[config.mk]
export PLATFORM = sky130hd
export DESIGN_NAME = tcce_seq
export DESIGN_NICKNAME = d
export VERILOG_FILES = /design/src/sv/text_console_cursor_engine_core_assert.svh /design/src/sv/tcce_pkg.sv /design/src/sv/tcce_seq.sv
export SDC_FILE = /design/constraint.sdc
export NUM_CORES = 1
export LEC_CHECK = 0
export ABC_CLOCK_PERIOD_IN_PS = 4900
export BUFFER_PORTS_ARGS = -buffer_cell sky130_fd_sc_hd__buf_2
export CAP_MARGIN = 20
export CORE_UTILIZATION = 30
export CTS_CLUSTER_SIZE = 20
export DETAILED_ROUTE_END_ITERATION = 10
export GPL_TIMING_DRIVEN = 0
export PLACE_DENSITY = 0.64
export SYNTH_ARGS = -nofsm -noshare
export SYNTH_HDL_FRONTEND = slang
export SYNTH_SLANG_ARGS = --single-unit
export TNS_END_PERCENT = 1
[constraint.sdc]
create_clock -name aclk -period 4.9 [get_ports aclk]
set_input_delay 1.47 -clock aclk [delete_from_list [all_inputs] [get_ports aclk]]
set_output_delay 1.47 -clock aclk [all_outputs]
set_load 0.02 [all_outputs]
[src/sv/text_console_cursor_engine_core_assert.svh]
// Assertion macros for the text console cursor engine.
`ifndef TEXT_CONSOLE_CURSOR_ENGINE_CORE_ASSERT_SVH
`define TEXT_CONSOLE_CURSOR_ENGINE_CORE_ASSERT_SVH

`ifndef ASSERT_OFF

// Same-cycle implication, checked on every clock edge outside reset.
`define TCCE_ASSERT_IMPLIES(label, clk, rstn, pre, post) \
    label: assert property (@(posedge clk) disable iff (!(rstn)) (pre) |-> (post)) \
        else $error("same-cycle implication failed");

// Next-cycle implication, checked on every clock edge outside reset.
`define TCCE_ASSERT_NEXT(label, clk, rstn, pre, post) \
    label: assert property (@(posedge clk) disable iff (!(rstn)) (pre) |=> (post)) \
        else $error("next-cycle implication failed");

`else

`define TCCE_ASSERT_IMPLIES(label, clk, rstn, pre, post)
`define TCCE_ASSERT_NEXT(label, clk, rstn, pre, post)

`endif

`endif

[src/sv/tcce_pkg.sv]
// Types, codes and microprogram of the text console cursor engine.
`timescale 1ns / 1ps

package tcce_pkg;

    // Operation codes carried in the input tuser.
    localparam logic [1:0] OP_PUT   = 2'd0;
    localparam logic [1:0] OP_CLEAR = 2'd1;
    localparam logic [1:0] OP_READ  = 2'd2;

    // Control characters handled by put, and the space used for blanking.
    localparam logic [7:0] CH_BS    = 8'd8;
    localparam logic [7:0] CH_TAB   = 8'd9;
    localparam logic [7:0] CH_NL    = 8'd10;
    localparam logic [7:0] CH_CR    = 8'd13;
    localparam logic [7:0] CH_SPACE = 8'd32;

    // Field widths and fixed values.
    localparam int          CELL_INDEX_W = 11;
    localparam int          POS_W        = 11;
    localparam int          TAB_STOP     = 8;
    localparam logic [7:0]  ATTR_RESET   = 8'h07;
    localparam logic [15:0] RESET_BLANK  = 16'h0720;

    // Microprogram steps.
    typedef enum logic [3:0] {
        ST_RST,
        ST_RFILL,
        ST_IDLE,
        ST_PUTC,
        ST_CTRL,
        ST_CLR,
        ST_FILL,
        ST_READ,
        ST_RDV,
        ST_SCP,
        ST_SCL,
        ST_SCT,
        ST_EMIT
    } step_t;

    // Jump conditions.
    typedef enum logic [2:0] {
        C_ALWAYS,
        C_DISPATCH,
        C_LAST,
        C_SCROLL,
        C_OUT_FREE
    } cond_t;

    // Cell counter operations.
    typedef enum logic [2:0] {
        CNT_HOLD,
        CNT_ZERO,
        CNT_COLS,
        CNT_ROWB,
        CNT_INC
    } cnt_op_t;

    // Cell store write sources.
    typedef enum logic [2:0] {
        WR_NONE,
        WR_CHAR,
        WR_RBLANK,
        WR_BLANK,
        WR_COPY
    } wr_sel_t;

    // Cell store read addresses.
    typedef enum logic [1:0] {
        RD_NONE,
        RD_IDX,
        RD_CNT
    } rd_sel_t;

    // Cursor operations.
    typedef enum logic [1:0] {
        CUR_HOLD,
        CUR_PUT,
        CUR_HOME
    } cur_op_t;

    // One control word of the microprogram.
    typedef struct packed {
        logic    ready;
        cond_t   cond;
        step_t   jmp;
        step_t   nxt;
        cnt_op_t cnt_op;
        wr_sel_t wr_sel;
        rd_sel_t rd_sel;
        cur_op_t cur_op;
        logic    val_load;
        logic    emit;
    } ctrl_t;

    // Status from the datapath that the sequencer branches on.
    typedef struct packed {
        logic  in_valid;
        logic  cnt_last;
        logic  scroll;
        logic  out_free;
        step_t dispatch;
    } seq_stat_t;

    // Entry step for an accepted item.
    function automatic step_t dispatch_step(input logic [1:0] opcode, input logic [7:0] ch);
        step_t s;
        case (opcode)
            OP_PUT:   s = (ch inside {CH_BS, CH_TAB, CH_NL, CH_CR}) ? ST_CTRL : ST_PUTC;
            OP_CLEAR: s = ST_CLR;
            OP_READ:  s = ST_READ;
            default:  s = ST_EMIT;
        endcase
        return s;
    endfunction

    // The microprogram: one control word per step.
    function automatic ctrl_t ucode(input step_t s);
        ctrl_t w;
        w.ready    = 1'b0;
        w.cond     = C_ALWAYS;
        w.jmp      = ST_IDLE;
        w.nxt      = ST_IDLE;
        w.cnt_op   = CNT_HOLD;
        w.wr_sel   = WR_NONE;
        w.rd_sel   = RD_NONE;
        w.cur_op   = CUR_HOLD;
        w.val_load = 1'b0;
        w.emit     = 1'b0;
        case (s)
            ST_RST: begin
                w.cnt_op = CNT_ZERO;
                w.jmp    = ST_RFILL;
            end
            ST_RFILL: begin
                w.wr_sel = WR_RBLANK;
                w.cnt_op = CNT_INC;
                w.cond   = C_LAST;
                w.jmp    = ST_IDLE;
                w.nxt    = ST_RFILL;
            end
            ST_IDLE: begin
                w.ready = 1'b1;
                w.cond  = C_DISPATCH;
                w.nxt   = ST_IDLE;
            end
            ST_PUTC: begin
                w.wr_sel = WR_CHAR;
                w.cur_op = CUR_PUT;
                w.cnt_op = CNT_COLS;
                w.cond   = C_SCROLL;
                w.jmp    = ST_SCP;
                w.nxt    = ST_EMIT;
            end
            ST_CTRL: begin
                w.cur_op = CUR_PUT;
                w.cnt_op = CNT_COLS;
                w.cond   = C_SCROLL;
                w.jmp    = ST_SCP;
                w.nxt    = ST_EMIT;
            end
            ST_CLR: begin
                w.cur_op = CUR_HOME;
                w.cnt_op = CNT_ZERO;
                w.jmp    = ST_FILL;
            end
            ST_FILL: begin
                w.wr_sel = WR_BLANK;
                w.cnt_op = CNT_INC;
                w.cond   = C_LAST;
                w.jmp    = ST_EMIT;
                w.nxt    = ST_FILL;
            end
            ST_READ: begin
                w.rd_sel = RD_IDX;
                w.jmp    = ST_RDV;
            end
            ST_RDV: begin
                w.val_load = 1'b1;
                w.jmp      = ST_EMIT;
            end
            ST_SCP: begin
                w.rd_sel = RD_CNT;
                w.cnt_op = CNT_INC;
                w.jmp    = ST_SCL;
            end
            ST_SCL: begin
                w.rd_sel = RD_CNT;
                w.wr_sel = WR_COPY;
                w.cnt_op = CNT_INC;
                w.cond   = C_LAST;
                w.jmp    = ST_SCT;
                w.nxt    = ST_SCL;
            end
            ST_SCT: begin
                w.wr_sel = WR_COPY;
                w.cnt_op = CNT_ROWB;
                w.jmp    = ST_FILL;
            end
            ST_EMIT: begin
                w.emit = 1'b1;
                w.cond = C_OUT_FREE;
                w.jmp  = ST_IDLE;
                w.nxt  = ST_EMIT;
            end
            default: begin
                w.jmp = ST_RST;
            end
        endcase
        return w;
    endfunction

endpackage

[src/sv/tcce_seq.sv]
// Microprogram sequencer: step counter, control store and conditional jumps.
`timescale 1ns / 1ps

module tcce_seq
    import tcce_pkg::*;
(
    input  logic      aclk,
    input  logic      aresetn,
    input  seq_stat_t stat,
    output ctrl_t     ctrl,
    output logic      fire
);

    step_t upc_reg;
    step_t upc_next;

    // Step counter.
    always_ff @(posedge aclk) begin
        if (!aresetn) begin
            upc_reg <= ST_RST;
        end else begin
            upc_reg <= upc_next;
        end
    end

    // Control word fetch and branch resolution.
    always_comb begin
        ctrl = ucode(upc_reg);
        case (ctrl.cond)
            C_ALWAYS:   fire = 1'b1;
            C_DISPATCH: fire = stat.in_valid;
            C_LAST:     fire = stat.cnt_last;
            C_SCROLL:   fire = stat.scroll;
            C_OUT_FREE: fire = stat.out_free;
            default:    fire = 1'b0;
        endcase
        if (!fire) begin
            upc_next = ctrl.nxt;
        end else if (ctrl.cond == C_DISPATCH) begin
            upc_next = stat.dispatch;
        end else begin
            upc_next = ctrl.jmp;
        end
    end

endmodule

==> impl_metrics.csv <==
group,metric,value,unit
timing,fin_skew,0.00396,ns
synthesis,yosysTopAreaCell,"dfxtp_1",
synthesis,yosys_warnings,0,
placement,dpl.cell_count,163,
cts,cts_tree,"yes",
drt,routed_wl,1.98,mm
drt,first_pass_iters,4,
worst_setup_path,timing.rr.end,"upc_reg[3]",
worst_setup_path,crit_type,"in -> out",
cells_and_area,largest_reg_flops,4,
cells_and_area,drive_above_1_share,0.353,
timing,min_period_over_period,0.842,
cells_and_area,utilization,0.436,
drt,avgViaCountPerCell,5.14,
pwr,leakagePower,0.433,nW
synthesis,postSynthAreaPerCell,6.07,sq um
synthesis,synthesis.area,619,sq um
min_path,min_path_type,"reg -> reg",
global_route,antenna_found_initial,0,
cells_and_area,area_growth,36.6,%
floorplanning,chipHeight,47.4,microns
cts,clock_latency,0.23,ns
pwr,total_power,690,uW
run,drv_cap,0,
timing,fin_crit,4.13,ns
cells_and_area,nNetsFinal,151,
cts,clk_path_buf_depth,2,
cts,cts_setup_buffers,0,
global_route,grt_overflow_total,0,
synthesis,ys_seq_area_frac,0.129,
synthesis,synth_edf_count,0,
floorplanning,ios,35,
timing,tns,0,ns
global_route,grt_max_degree,11,
worst_setup_path,cp-start-kind,"primary input",
cells_and_area,instances_no_fill,166,
synthesis,yosys.area.top_type_share,0.129,
global_route,grt_pass1_vias,687,
synthesis,synth_area_leaders,"dfxtp_1 (13%), nor2_1 (12%), nand2_1 (8.5%)",
cts,htree_levels,1,
drt,wire_per_inst,12.0,microns
synthesis,synth_cell_types,31,
timing,drv_slew,0,
timing,setup_viol,0,
drt,drc_errors,0,
placement,post-place-ws,0.771,ns
global_route,track_usage,0.190,
worst_setup_path,r2r_setup_slack,3.33,ns
worst_setup_path,end_kind,"output pin",
synthesis,ys_ff_latch,4,
placement,gp_congestion,0.895,
worst_setup_path,cp.required,3.43,ns
cts,cts_root_buffer,"clkbuf_4",
pwr,cellPowerDensity,816,nW/um^2
synthesis,synthesis.nets,112,
floorplanning,start_util,0.319,
pwr,ir_worst_vdd,0.000317,V
timing,rsz0062_at_grt,"no",
cells_and_area,antenna_cells,0,
worst_setup_path,ff2ff_path_depth,7,
synthesis,synth_cells,102,
timing,fin_ws,0.772,ns
timing,max_freq,0.242,GHz
timing,tightestPinTransition,0.442,ns
drt,drtIter0Drc,24,
cts,cts_resized,0,
min_path,holdPathEnd,"upc_reg[0]",
synthesis,synth_ff_type,"dfxtp_1",
cts,cts_inserted_buffers,3,
min_path,hold_path_depth,4,
worst_setup_path,crit_fanout,5,
drt,drtAntennaViolNets,0,
worst_setup_path,arrival,2.66,ns
run_status,status,"complete, no violations",
drt,dr_total_vias,853,
floorplanning,die_w,47.4,microns
global_route,grt_pass1_wl,3.09,mm
synthesis,async_reset_ff_frac,0,
placement,port_buffers,34,
cts,clk_pin_slew,0.04,ns
worst_setup_path,timing.rr.start,"upc_reg[2]",
timing,slew-limit-headroom,0.705,
floorplanning,placementRows,16,
placement,dp_hpwl,1.56,mm
cts,postCtsHoldBufs,0,
cts,cts_sinks,4,
floorplanning,core,1940,sq um
timing,finalHoldViolCount,0,
min_path,min_from,"upc_reg[2]",
floorplanning,dieArea,2250,sq um
Yosys cell counts (all sizes together), types with 4 or more instances:
master,n
a21oi,8
buf,6
dfxtp,4
inv,4
nand2,14
nand2b,4
nor2,20
o21ai,7
o22ai,4
where the power goes:
part / leakage (nW) / switching, mW / internal (mW) / total (mW)
Clock: 0.0138 / 0.0125 / 0.0273 / 0.0399
Sequential: 0.0331 / 0.0179 / 0.0469 / 0.0648
Combinational: 0.386 / 0.380 / 0.205 / 0.585
Total: 0.433 / 0.410 / 0.280 / 0.690
routing by layer:
layer / up-vias / share of wire / global-route usage
li1: 435 / - / -
met1: 386 / 0.45 / 0.265
met2: 32 / 0.49 / 0.310
met3: 0 / 0.064 / 0.0415
met4: 0 / 0 / 0.0171
met5: - / 0 / 0
layout by cell type (no fill, tap or decap):
| cell | Yosys | routed |
|---|---|---|
| xor2_1 | 1 | 1 |
| clkbuf_4 | 0 | 3 |
| clkbuf_1 | 1 | 1 |
| nand2b_1 | 4 | 4 |
| buf_2 | 4 | 38 |
| a31oi_1 | 3 | 3 |
| o22ai_2 | 1 | 1 |
| nand2_1 | 14 | 14 |
| mux2i_1 | 1 | 1 |
| a21boi_0 | 1 | 1 |
| o211ai_1 | 1 | 1 |
| maj3_2 | 1 | 1 |
| nand3_1 | 2 | 2 |
| o21a_1 | 3 | 3 |
| inv_2 | 1 | 1 |
| a21oi_1 | 8 | 8 |
| o21ai_0 | 7 | 7 |
| dfxtp_1 | 4 | 4 |
| o22ai_1 | 3 | 3 |
| or2_2 | 2 | 2 |
| nor2b_1 | 3 | 3 |
| and3_1 | 2 | 2 |
| o31ai_1 | 3 | 3 |
| buf_6 | 2 | 2 |
| or2_1 | 1 | 1 |
| nor2_1 | 20 | 20 |
| xnor2_1 | 2 | 2 |
| a32oi_1 | 1 | 1 |
| nand4_1 | 1 | 1 |
| inv_1 | 3 | 3 |
| nor3_1 | 1 | 1 |
| a22oi_2 | 1 | 1 |
area by class of cell:
| type | count | area [sq um] |
|---|---|---|
| Buffer | 7 | 46.3 |
| Sequential cell | 4 | 80.1 |
| Multi-Input combinational cell | 87 | 478 |
| Timing Repair Buffer | 34 | 170 |
| Clock buffer | 3 | 22.5 |
| Inverter | 4 | 15.0 |
| Tap cell | 27 | 33.8 |
| Fill cell | 229 | 1100 |
worst max path at each step:
stage / from / end / slack [ns] / cells after the start
after floorplan: stat[6] / fire / 1.08 / 5
after global placement: stat[6] / fire / 0.79 / 7
after detailed placement: stat[6] / fire / 0.77 / 7
after CTS: stat[6] / fire / 0.77 / 7
after global routing: stat[6] / fire / 0.71 / 7
final: stat[6] / fire / 0.77 / 7
per-stage QoR:
stage,hold WS (ns),cell area [sq um]
detailed placement,0.735,823
global route,0.821,846
CTS,0.745,846
finish,0.738,846
floorplan,0.677,619
global placement,0.734,823
cell families (layout without fill, tap and decap cells):
| kind of cell | count (synthesis) | count (layout) | synth area share |
|---|---|---|---|
| AOI/OAI and AO/OA | 32 | 32 | 0.333 |
| DFF | 4 | 4 | 0.129 |
| and+or+nand+nor | 50 | 50 | 0.362 |
| adders and majority gates | 1 | 1 | 0.0182 |
| buffers and inverters | 11 | 48 | 0.0990 |
| xor gates and xnor gates | 3 | 3 | 0.0424 |
| muxes | 1 | 1 | 0.0162 |
worst max-delay path, stage by stage:
cell and delay (ns):
buf_2 0.11, maj3_2 0.30, o22ai_2 0.16, a22oi_2 0.10, or2_1 0.24, buf_6 0.13
buf_2 0.15
Power figures use the tool's default switching activity.
